--- src/tap_pkg.sv ---
package tap_pkg;

    typedef enum logic [2:0] {
        ST_CLEAR,
        ST_ACCUM,
        ST_FLUSH,
        ST_READ,
        ST_LOAD,
        ST_SHOW
    } tap_state_t;

    // Configuration register indexes
    localparam logic REG_SPATIAL  = 1'b0;
    localparam logic REG_SPECTRAL = 1'b1;

    // Size both registers take out of reset, before saturation to the maximum
    localparam int SIZE_RESET = 32;

    typedef struct packed {
        logic accept;
        logic clr_step;
        logic rd_issue;
        logic load_out;
        logic out_done;
    } tap_cmd_t;

    typedef struct packed {
        logic cube_done;
        logic clr_end;
        logic rd_last;
    } tap_stat_t;

endpackage

--- src/tap_ctrl.sv ---
module tap_ctrl (
    input  logic               clk,
    input  logic               rst_n,
    input  logic               cfg_wen,
    input  logic               in_valid,
    input  logic               out_stall,
    input  tap_pkg::tap_stat_t stat,
    output tap_pkg::tap_cmd_t  cmd,
    output logic               in_stall,
    output logic               out_valid
);
    import tap_pkg::*;

    tap_state_t state_reg;
    tap_state_t state_next;

    always_ff @(posedge clk or negedge rst_n)
    begin
        if (!rst_n)
        begin
            state_reg <= ST_CLEAR;
        end
        else
        begin
            state_reg <= state_next;
        end
    end

    always_comb
    begin
        state_next = state_reg;
        unique case (state_reg)
            ST_CLEAR:
            begin
                if (stat.clr_end)
                begin
                    state_next = ST_ACCUM;
                end
            end
            ST_ACCUM:
            begin
                if (in_valid && stat.cube_done)
                begin
                    state_next = ST_FLUSH;
                end
            end
            ST_FLUSH: state_next = ST_READ;
            ST_READ:  state_next = ST_LOAD;
            ST_LOAD:  state_next = ST_SHOW;
            ST_SHOW:
            begin
                if (!out_stall)
                begin
                    state_next = stat.rd_last ? ST_ACCUM : ST_READ;
                end
            end
            default:  state_next = ST_CLEAR;
        endcase
        // a configuration write abandons the cube and restarts the clearing pass
        if (cfg_wen)
        begin
            state_next = ST_CLEAR;
        end
    end

    always_comb
    begin
        cmd       = '0;
        in_stall  = 1'b1;
        out_valid = 1'b0;
        unique case (state_reg)
            ST_CLEAR: cmd.clr_step = 1'b1;
            ST_ACCUM:
            begin
                in_stall   = 1'b0;
                cmd.accept = in_valid;
            end
            ST_FLUSH: cmd = '0;
            ST_READ:  cmd.rd_issue = 1'b1;
            ST_LOAD:  cmd.load_out = 1'b1;
            ST_SHOW:
            begin
                out_valid    = 1'b1;
                cmd.out_done = !out_stall;
            end
            default:  cmd = '0;
        endcase
    end

endmodule

--- src/tap_dp.sv ---
module tap_dp #(
    parameter int MAX_SPATIAL  = 32,
    parameter int MAX_SPECTRAL = 32,
    parameter int SAMPLE_BITS  = 16,
    localparam int NUM_POS  = MAX_SPATIAL + MAX_SPECTRAL - 1,
    localparam int PW       = (NUM_POS > 1) ? $clog2(NUM_POS) : 1,
    localparam int MAX_DIM  = (MAX_SPATIAL > MAX_SPECTRAL) ? MAX_SPATIAL : MAX_SPECTRAL,
    localparam int SB       = $clog2(MAX_DIM + 1),
    localparam int SUM_BITS = SAMPLE_BITS + $clog2(MAX_DIM)
) (
    input  logic                   clk,
    input  logic                   rst_n,
    input  logic                   cfg_wen,
    input  logic                   cfg_index,
    input  logic [SB-1:0]          cfg_wdata,
    input  logic [SAMPLE_BITS-1:0] sample,
    input  tap_pkg::tap_cmd_t      cmd,
    output tap_pkg::tap_stat_t     stat,
    output logic [PW-1:0]          position,
    output logic [SUM_BITS-1:0]    zero_sum,
    output logic                   zero_valid,
    output logic [SUM_BITS-1:0]    plus_sum,
    output logic [SUM_BITS-1:0]    minus_sum,
    output logic                   last
);
    import tap_pkg::*;

    localparam int RIW = (MAX_SPATIAL > 1) ? $clog2(MAX_SPATIAL) : 1;
    localparam int CIW = (MAX_SPECTRAL > 1) ? $clog2(MAX_SPECTRAL) : 1;
    localparam int XW  = (PW > SB) ? PW : SB;
    localparam int SPAT_RST = (SIZE_RESET > MAX_SPATIAL) ? MAX_SPATIAL : SIZE_RESET;
    localparam int SPEC_RST = (SIZE_RESET > MAX_SPECTRAL) ? MAX_SPECTRAL : SIZE_RESET;

    // accumulator memories
    logic [SUM_BITS-1:0] row_mem [MAX_SPATIAL];
    logic [SUM_BITS-1:0] dia_mem [NUM_POS];
    logic [SUM_BITS-1:0] ant_mem [NUM_POS];

    // control state
    logic [SB-1:0]  spat_reg;
    logic [SB-1:0]  spec_reg;
    logic [RIW-1:0] row_reg;
    logic [CIW-1:0] col_reg;
    logic [PW-1:0]  pos_reg;
    logic           a_valid_reg;
    logic           prev_valid_reg;

    // payload
    logic [SAMPLE_BITS-1:0] a_sample_reg;
    logic [RIW-1:0]         a_row_addr_reg;
    logic [PW-1:0]          a_dia_addr_reg;
    logic [PW-1:0]          a_ant_addr_reg;
    logic [RIW-1:0]         prev_row_addr_reg;
    logic [PW-1:0]          prev_dia_addr_reg;
    logic [PW-1:0]          prev_ant_addr_reg;
    logic [SUM_BITS-1:0]    prev_row_data_reg;
    logic [SUM_BITS-1:0]    prev_dia_data_reg;
    logic [SUM_BITS-1:0]    prev_ant_data_reg;
    logic [SUM_BITS-1:0]    rd_row_reg;
    logic [SUM_BITS-1:0]    rd_dia_reg;
    logic [SUM_BITS-1:0]    rd_ant_reg;
    logic [PW-1:0]          out_pos_reg;
    logic [SUM_BITS-1:0]    out_zero_reg;
    logic                   out_zv_reg;
    logic [SUM_BITS-1:0]    out_plus_reg;
    logic [SUM_BITS-1:0]    out_minus_reg;
    logic                   out_last_reg;

    logic [SB-1:0]       size_nz;
    logic [SB-1:0]       spat_wr;
    logic [SB-1:0]       spec_wr;
    logic [PW-1:0]       dia_addr;
    logic [PW-1:0]       ant_addr;
    logic                col_end;
    logic                row_end;
    logic [PW-1:0]       npos_m1;
    logic                pos_zv;
    logic                pos_in_row;
    logic [SUM_BITS-1:0] sum_row;
    logic [SUM_BITS-1:0] sum_dia;
    logic [SUM_BITS-1:0] sum_ant;
    logic                row_we;
    logic [RIW-1:0]      row_wa;
    logic [SUM_BITS-1:0] row_wd;
    logic [RIW-1:0]      row_ra;
    logic                da_we;
    logic [PW-1:0]       dia_wa;
    logic [PW-1:0]       ant_wa;
    logic [SUM_BITS-1:0] dia_wd;
    logic [SUM_BITS-1:0] ant_wd;
    logic [PW-1:0]       dia_ra;
    logic [PW-1:0]       ant_ra;

    // treat zero as one, saturate at the maximum
    always_comb
    begin
        size_nz = (cfg_wdata == '0) ? SB'(1) : cfg_wdata;
        spat_wr = (cfg_wdata > SB'(MAX_SPATIAL)) ? SB'(MAX_SPATIAL) : size_nz;
        spec_wr = (cfg_wdata > SB'(MAX_SPECTRAL)) ? SB'(MAX_SPECTRAL) : size_nz;
    end

    always_comb
    begin
        dia_addr   = PW'(row_reg) + PW'(spec_reg) - PW'(1) - PW'(col_reg);
        ant_addr   = PW'(row_reg) + PW'(col_reg);
        col_end    = (SB'(col_reg) == spec_reg - SB'(1));
        row_end    = (SB'(row_reg) == spat_reg - SB'(1));
        npos_m1    = PW'(spat_reg) + PW'(spec_reg) - PW'(2);
        pos_zv     = (XW'(pos_reg) < XW'(spat_reg));
        pos_in_row = (XW'(pos_reg) < XW'(MAX_SPATIAL));

        stat.cube_done = col_end && row_end;
        stat.clr_end   = (pos_reg == PW'(NUM_POS - 1));
        stat.rd_last   = (pos_reg == npos_m1);
    end

    // forward the previous write where the registered read raced it
    always_comb
    begin
        sum_row = ((prev_valid_reg && prev_row_addr_reg == a_row_addr_reg) ?
                   prev_row_data_reg : rd_row_reg) + SUM_BITS'(a_sample_reg);
        sum_dia = ((prev_valid_reg && prev_dia_addr_reg == a_dia_addr_reg) ?
                   prev_dia_data_reg : rd_dia_reg) + SUM_BITS'(a_sample_reg);
        sum_ant = ((prev_valid_reg && prev_ant_addr_reg == a_ant_addr_reg) ?
                   prev_ant_data_reg : rd_ant_reg) + SUM_BITS'(a_sample_reg);
    end

    always_comb
    begin
        row_we = 1'b0;
        row_wa = a_row_addr_reg;
        row_wd = sum_row;
        da_we  = 1'b0;
        dia_wa = a_dia_addr_reg;
        ant_wa = a_ant_addr_reg;
        dia_wd = sum_dia;
        ant_wd = sum_ant;
        if (a_valid_reg)
        begin
            row_we = 1'b1;
            da_we  = 1'b1;
        end
        else if (cmd.clr_step || cmd.rd_issue)
        begin
            // zero the entry: whole sweep when clearing, the one just read otherwise
            row_we = cmd.clr_step ? pos_in_row : pos_zv;
            row_wa = RIW'(pos_reg);
            row_wd = '0;
            da_we  = 1'b1;
            dia_wa = pos_reg;
            ant_wa = pos_reg;
            dia_wd = '0;
            ant_wd = '0;
        end
        row_ra = cmd.rd_issue ? RIW'(pos_reg) : row_reg;
        dia_ra = cmd.rd_issue ? pos_reg : dia_addr;
        ant_ra = cmd.rd_issue ? pos_reg : ant_addr;
    end

    always_ff @(posedge clk)
    begin
        if (row_we)
        begin
            row_mem[row_wa] <= row_wd;
        end
        rd_row_reg <= row_mem[row_ra];
    end

    always_ff @(posedge clk)
    begin
        if (da_we)
        begin
            dia_mem[dia_wa] <= dia_wd;
        end
        rd_dia_reg <= dia_mem[dia_ra];
    end

    always_ff @(posedge clk)
    begin
        if (da_we)
        begin
            ant_mem[ant_wa] <= ant_wd;
        end
        rd_ant_reg <= ant_mem[ant_ra];
    end

    always_ff @(posedge clk or negedge rst_n)
    begin
        if (!rst_n)
        begin
            spat_reg       <= SB'(SPAT_RST);
            spec_reg       <= SB'(SPEC_RST);
            row_reg        <= '0;
            col_reg        <= '0;
            pos_reg        <= '0;
            a_valid_reg    <= 1'b0;
            prev_valid_reg <= 1'b0;
        end
        else if (cfg_wen)
        begin
            unique case (cfg_index)
                REG_SPATIAL:  spat_reg <= spat_wr;
                REG_SPECTRAL: spec_reg <= spec_wr;
                default:      spat_reg <= spat_reg;
            endcase
            row_reg        <= '0;
            col_reg        <= '0;
            pos_reg        <= '0;
            a_valid_reg    <= 1'b0;
            prev_valid_reg <= 1'b0;
        end
        else
        begin
            a_valid_reg    <= cmd.accept;
            prev_valid_reg <= a_valid_reg;
            if (cmd.accept)
            begin
                if (col_end)
                begin
                    col_reg <= '0;
                    row_reg <= row_end ? '0 : row_reg + RIW'(1);
                end
                else
                begin
                    col_reg <= col_reg + CIW'(1);
                end
            end
            if (cmd.clr_step)
            begin
                pos_reg <= stat.clr_end ? '0 : pos_reg + PW'(1);
            end
            else if (cmd.out_done)
            begin
                pos_reg <= stat.rd_last ? '0 : pos_reg + PW'(1);
            end
        end
    end

    always_ff @(posedge clk)
    begin
        if (cmd.accept)
        begin
            a_sample_reg   <= sample;
            a_row_addr_reg <= row_reg;
            a_dia_addr_reg <= dia_addr;
            a_ant_addr_reg <= ant_addr;
        end
        if (a_valid_reg)
        begin
            prev_row_addr_reg <= a_row_addr_reg;
            prev_dia_addr_reg <= a_dia_addr_reg;
            prev_ant_addr_reg <= a_ant_addr_reg;
            prev_row_data_reg <= sum_row;
            prev_dia_data_reg <= sum_dia;
            prev_ant_data_reg <= sum_ant;
        end
        if (cmd.load_out)
        begin
            out_pos_reg   <= pos_reg;
            out_zero_reg  <= pos_zv ? rd_row_reg : '0;
            out_zv_reg    <= pos_zv;
            out_plus_reg  <= rd_dia_reg;
            out_minus_reg <= rd_ant_reg;
            out_last_reg  <= stat.rd_last;
        end
    end

    assign position   = out_pos_reg;
    assign zero_sum   = out_zero_reg;
    assign zero_valid = out_zv_reg;
    assign plus_sum   = out_plus_reg;
    assign minus_sum  = out_minus_reg;
    assign last       = out_last_reg;

endmodule

--- src/three_angle_projection_summer.sv ---
// Three-angle projection summer. Samples of a cube arrive in row-major order
// (spatial row, then spectral column) and each is added to its row sum, its
// diagonal sum and its anti-diagonal sum, held in three memories. During a
// cube the block takes one sample per cycle: each memory runs a read, add and
// write pipeline with the previous write forwarded. After the final sample of
// a cube a flush state drains that pipeline; then the block stalls its input
// and reads out spatial_size + spectral_size - 1 results, each through a
// memory read, an output load and an output beat that holds while the output
// is stalled, zeroing each entry as it is read.
// After reset and after every configuration write the input is stalled for a
// clearing pass over all MAX_SPATIAL + MAX_SPECTRAL - 1 positions (63 by
// default); any write abandons a partly received cube.
module three_angle_projection_summer #(
    parameter int MAX_SPATIAL  = 32,
    parameter int MAX_SPECTRAL = 32,
    parameter int SAMPLE_BITS  = 16,
    localparam int NUM_POS  = MAX_SPATIAL + MAX_SPECTRAL - 1,
    localparam int PW       = (NUM_POS > 1) ? $clog2(NUM_POS) : 1,
    localparam int MAX_DIM  = (MAX_SPATIAL > MAX_SPECTRAL) ? MAX_SPATIAL : MAX_SPECTRAL,
    localparam int SB       = $clog2(MAX_DIM + 1),
    localparam int SUM_BITS = SAMPLE_BITS + $clog2(MAX_DIM)
) (
    input  logic                   clk,
    input  logic                   rst_n,
    input  logic                   cfg_wen,
    input  logic                   cfg_index,
    input  logic [SB-1:0]          cfg_wdata,
    input  logic                   in_valid,
    output logic                   in_stall,
    input  logic [SAMPLE_BITS-1:0] sample,
    output logic                   out_valid,
    input  logic                   out_stall,
    output logic [PW-1:0]          position,
    output logic [SUM_BITS-1:0]    zero_sum,
    output logic                   zero_valid,
    output logic [SUM_BITS-1:0]    plus_sum,
    output logic [SUM_BITS-1:0]    minus_sum,
    output logic                   last
);
    import tap_pkg::*;

    tap_cmd_t  cmd;
    tap_stat_t stat;

    tap_ctrl u_ctrl (
        .clk       (clk),
        .rst_n     (rst_n),
        .cfg_wen   (cfg_wen),
        .in_valid  (in_valid),
        .out_stall (out_stall),
        .stat      (stat),
        .cmd       (cmd),
        .in_stall  (in_stall),
        .out_valid (out_valid)
    );

    tap_dp #(
        .MAX_SPATIAL  (MAX_SPATIAL),
        .MAX_SPECTRAL (MAX_SPECTRAL),
        .SAMPLE_BITS  (SAMPLE_BITS)
    ) u_dp (
        .clk        (clk),
        .rst_n      (rst_n),
        .cfg_wen    (cfg_wen),
        .cfg_index  (cfg_index),
        .cfg_wdata  (cfg_wdata),
        .sample     (sample),
        .cmd        (cmd),
        .stat       (stat),
        .position   (position),
        .zero_sum   (zero_sum),
        .zero_valid (zero_valid),
        .plus_sum   (plus_sum),
        .minus_sum  (minus_sum),
        .last       (last)
    );

endmodule

--- config.mk ---
export PLATFORM = sky130hd
export DESIGN_NAME = three_angle_projection_summer
export DESIGN_NICKNAME = d
export VERILOG_FILES = /design/src/tap_pkg.sv /design/src/tap_ctrl.sv /design/src/tap_dp.sv /design/src/three_angle_projection_summer.sv
export SDC_FILE = /design/constraint.sdc
export NUM_CORES = 2
export LEC_CHECK = 0
export ABC_AREA = 1
export ABC_CLOCK_PERIOD_IN_PS = 7000
export BUFFER_PORTS_ARGS = -buffer_cell sky130_fd_sc_hd__clkbuf_2
export CAP_MARGIN = 20
export CELL_PAD_IN_SITES_DETAIL_PLACEMENT = 1
export CELL_PAD_IN_SITES_GLOBAL_PLACEMENT = 1
export CORE_AREA = 4 4 546 548
export DETAILED_ROUTE_END_ITERATION = 8
export DIE_AREA = 0 0 550 552
export PLACE_DENSITY = 0.78
export RECOVER_POWER = 50
export SETUP_SLACK_MARGIN = 0.02
export SLEW_MARGIN = 40
export SYNTH_ARGS = -nofsm -noshare
export SYNTH_HDL_FRONTEND = slang
export SYNTH_SLANG_ARGS = --single-unit
export TNS_END_PERCENT = 5
--- constraint.sdc ---
create_clock -name clk -period 7 [get_ports clk]
set_input_delay 1.4 -clock clk [delete_from_list [all_inputs] [get_ports clk]]
set_output_delay 1.4 -clock clk [all_outputs]
set_load 0.01 [all_outputs]
==> run summary <==
row cnt = 199
effective utilization at floorplan = 0.518
post-CTS resize count = 0
slowest CP cell = nor2_1
Worst Path Required = 7630 ps
Max clock buf depth = 4
IO Port Bufs = 100
Die X = 550 um
WL final = 517000 um
initial antenna violation count = 18
DRC viols = 0
vias in the first global route = 112141
Final Wtd Congestion = 0.875
HPWL after DPL = 307000 um
H-tree levels = 5
First-pass DRT Iterations = 6
clk_lat worst skew = 970 ps
Hold Path Class = reg -> reg
CTS tree = done
Most common cell on crit path = nor2_1
total negative setup slack = 0 ps
Clock Sinks = 3598
Die H = 552 um
Max IR drop VDD = 0.284 mV
syn nets = 12800
Cells after Synth = 12677
CP Max Fanout = 31
FF+latch count, synth = 3598
Setup CP Type = reg -> reg
CP bufs+invs = 2
crit path DAT = 6930 ps
pre-CTS WS = 1510 ps
CP endpoint kind = flop
hold buffer count at CTS = 0
status = finished, violations left
Netlist cell types = 48
FFs w/ async S/R, synth = 0.00917
GRT Util Overall = 0.333
routed vias = 106340
clock-pin slew on the worst setup and hold paths = 60 ps
Final setup viols = 0
Post-synth top flop = edfxtp_1
vias per inst = 6.24
final count of hold timing violations = 0
layout cells sized above 1 = 0.104
area growth from synthesis to layout = 13.1%
Worst setup SP type = flop
CP max stage delay = 1290 ps
Sequential cell area = 0.107 mm^2
post-route ant nets = 0
Slew headroom = -1.56
Leak = 64.3 nW
First DRT Iteration DRCs = 14230
final design instance area without fill = 0.172 mm^2
area occupied by multi-input gates = 0.0359 mm^2
Slew Viols, Final = 953
first-pass GRT wire length = 748000 um
DIE AREA = 0.304 mm^2
setup bufs post-CTS = 0
highest clock rate = 159 MHz
Core Footprint = 0.293 mm^2
PD cells = 389 mW/mm^2
largest net degree at the start of global routing = 172
Tcrit/Tclk final = 0.900
Critical Path, Cell by Cell = nor2_1, clkbuf_1, o21ai_2, nor2_1, nand3_1, nor2_1, buf_8
Layout Cells excl Fill = 17055
FILL cells = 28974
cell area after synthesis = 0.152 mm^2
cell family with most CP delay = simple AND/OR/NAND/NOR gates
RSZ-0062 raised after global routing = no
Final Skew = 48.4 ps
grt ovf = 0
Ys Warns = 0
Placed Cells = 16330
crit path time final = 6300 ps
TritonCTS buffer count = 375
Top Registers = u_dp.ant_mem x1323, u_dp.dia_mem x1323, u_dp.row_mem x672
wire per inst = 30.3 um
NumNets Final = 12932
EDFF count, synth = 3502
Seq/Total Area, Yosys = 0.707
syn_area_per_cell = 12.0 um^2
failing checks = capacitance limit, slew limit
Clock Tree Root = clkbuf_16
worst slew pin tran = 3840 ps
Area after DPL = 0.160 mm^2
io pins = 101
max-cap violation count = 39
PnR worst setup slack = 698 ps
==> path summary, 6_finish.rpt <==
path,start,endpoint,slack (ps),cells past startpoint
max in group asynchronous,rst_n,u_ctrl.state_reg[2],4720,1
worst max-delay path,u_dp.a_valid_reg,u_dp.ant_mem[24][20],700,7
worst min register to register,u_dp.a_ant_addr_reg[2],u_dp.prev_ant_addr_reg[2],460,0
worst max register to register,u_dp.a_valid_reg,u_dp.ant_mem[24][20],700,7
worst min-delay path,u_dp.a_ant_addr_reg[2],u_dp.prev_ant_addr_reg[2],460,0
min in group asynchronous,rst_n,u_dp.spec_reg[0],1040,1
==> where the power goes <==
group / internal [mW] / total [mW] / switching [mW]
Clock: 11.5 / 20.2 / 8.71
Combinational: 4.70 / 19.3 / 14.6
Sequential: 26.4 / 27.2 / 0.788
==> cell usage after synthesis (35+ instances only) <==
master / count / area share
inv_1: 1642 / 0.041
nand2_1: 2249 / 0.056
o211ai_1: 1149 / 0.057
xnor2_1: 35 / 0.0020
nor2_1: 484 / 0.012
ha_1: 84 / 0.0069
nand3_1: 1745 / 0.058
clkbuf_1: 240 / 0.0059
dfxtp_1: 63 / 0.0083
nand3b_1: 50 / 0.0025
o21ai_1: 42 / 0.0014
buf_2: 421 / 0.014
buf_1: 56 / 0.0014
edfxtp_1: 3502 / 0.69
xor2_1: 44 / 0.0025
a21oi_1: 93 / 0.0031
o21ai_0: 303 / 0.010
or2_2: 231 / 0.0095
==> layer usage <==
layer  track usage  part of all wire
met5             0           0.00014
met4         0.177             0.062
met1         0.437              0.38
met2         0.529              0.47
met3        0.0612             0.093
==> through the flow <==
step | util | power [mW] | hold WS (ps)
global placement | 0.538 | 44.9 | 431
detailed placement | 0.546 | 46.2 | 440
global route | 0.586 | 69.1 | 465
finish | 0.586 | 66.7 | 460
CTS | 0.588 | 66.5 | 398
floorplan | - | 38.0 | 403
==> kinds of logic (layout without fill, tap and decap cells) <==
family / after synthesis / count (layout) / synth area share
simple gates: 4836 / 4836 / 0.141
fa+ha+maj: 95 / 95 / 0.00838
compound gates: 1643 / 1643 / 0.0742
flops: 3598 / 3598 / 0.707
xor+xnor: 79 / 79 / 0.00456
other cells: 0 / 13 / 0
buf+inv: 2395 / 2841 / 0.0633
mux: 31 / 31 / 0.00230
==> cell type report <==
| type | count | share of cell area |
|---|---|---|
| clock inverter | 228 | 0.0138 |
| clock buffer | 463 | 0.0580 |
| inverter | 1660 | 0.0367 |
| antenna | 13 | 0.000190 |
| timing repair buffer | 490 | 0.0289 |
| tap | 3919 | 0.0286 |
| sequential | 3598 | 0.625 |
| multi-input combinational | 6684 | 0.209 |
==> cells in the final DEF (no fill, tap or decap), types with 42 or more instances in the layout <==
cell type,Yosys,final
buf_4,11,167
buf_8,0,42
nand3_1,1745,1745
ha_1,84,84
nor2_4,2,77
clkbuf_16,0,381
a21oi_1,93,92
dfxtp_1,63,63
nand3b_1,50,50
clkinv_1,5,78
o211ai_1,1149,1149
buf_16,0,56
nand2_1,2249,2244
clkbuf_1,240,212
or2_2,231,231
clkinv_2,0,81
o21ai_0,303,301
xor2_1,44,44
inv_1,1642,1638
nor2_1,484,351
nor2_2,0,58
edfxtp_1,3502,3502
No activity file was read; power rests on OpenSTA's default activity.
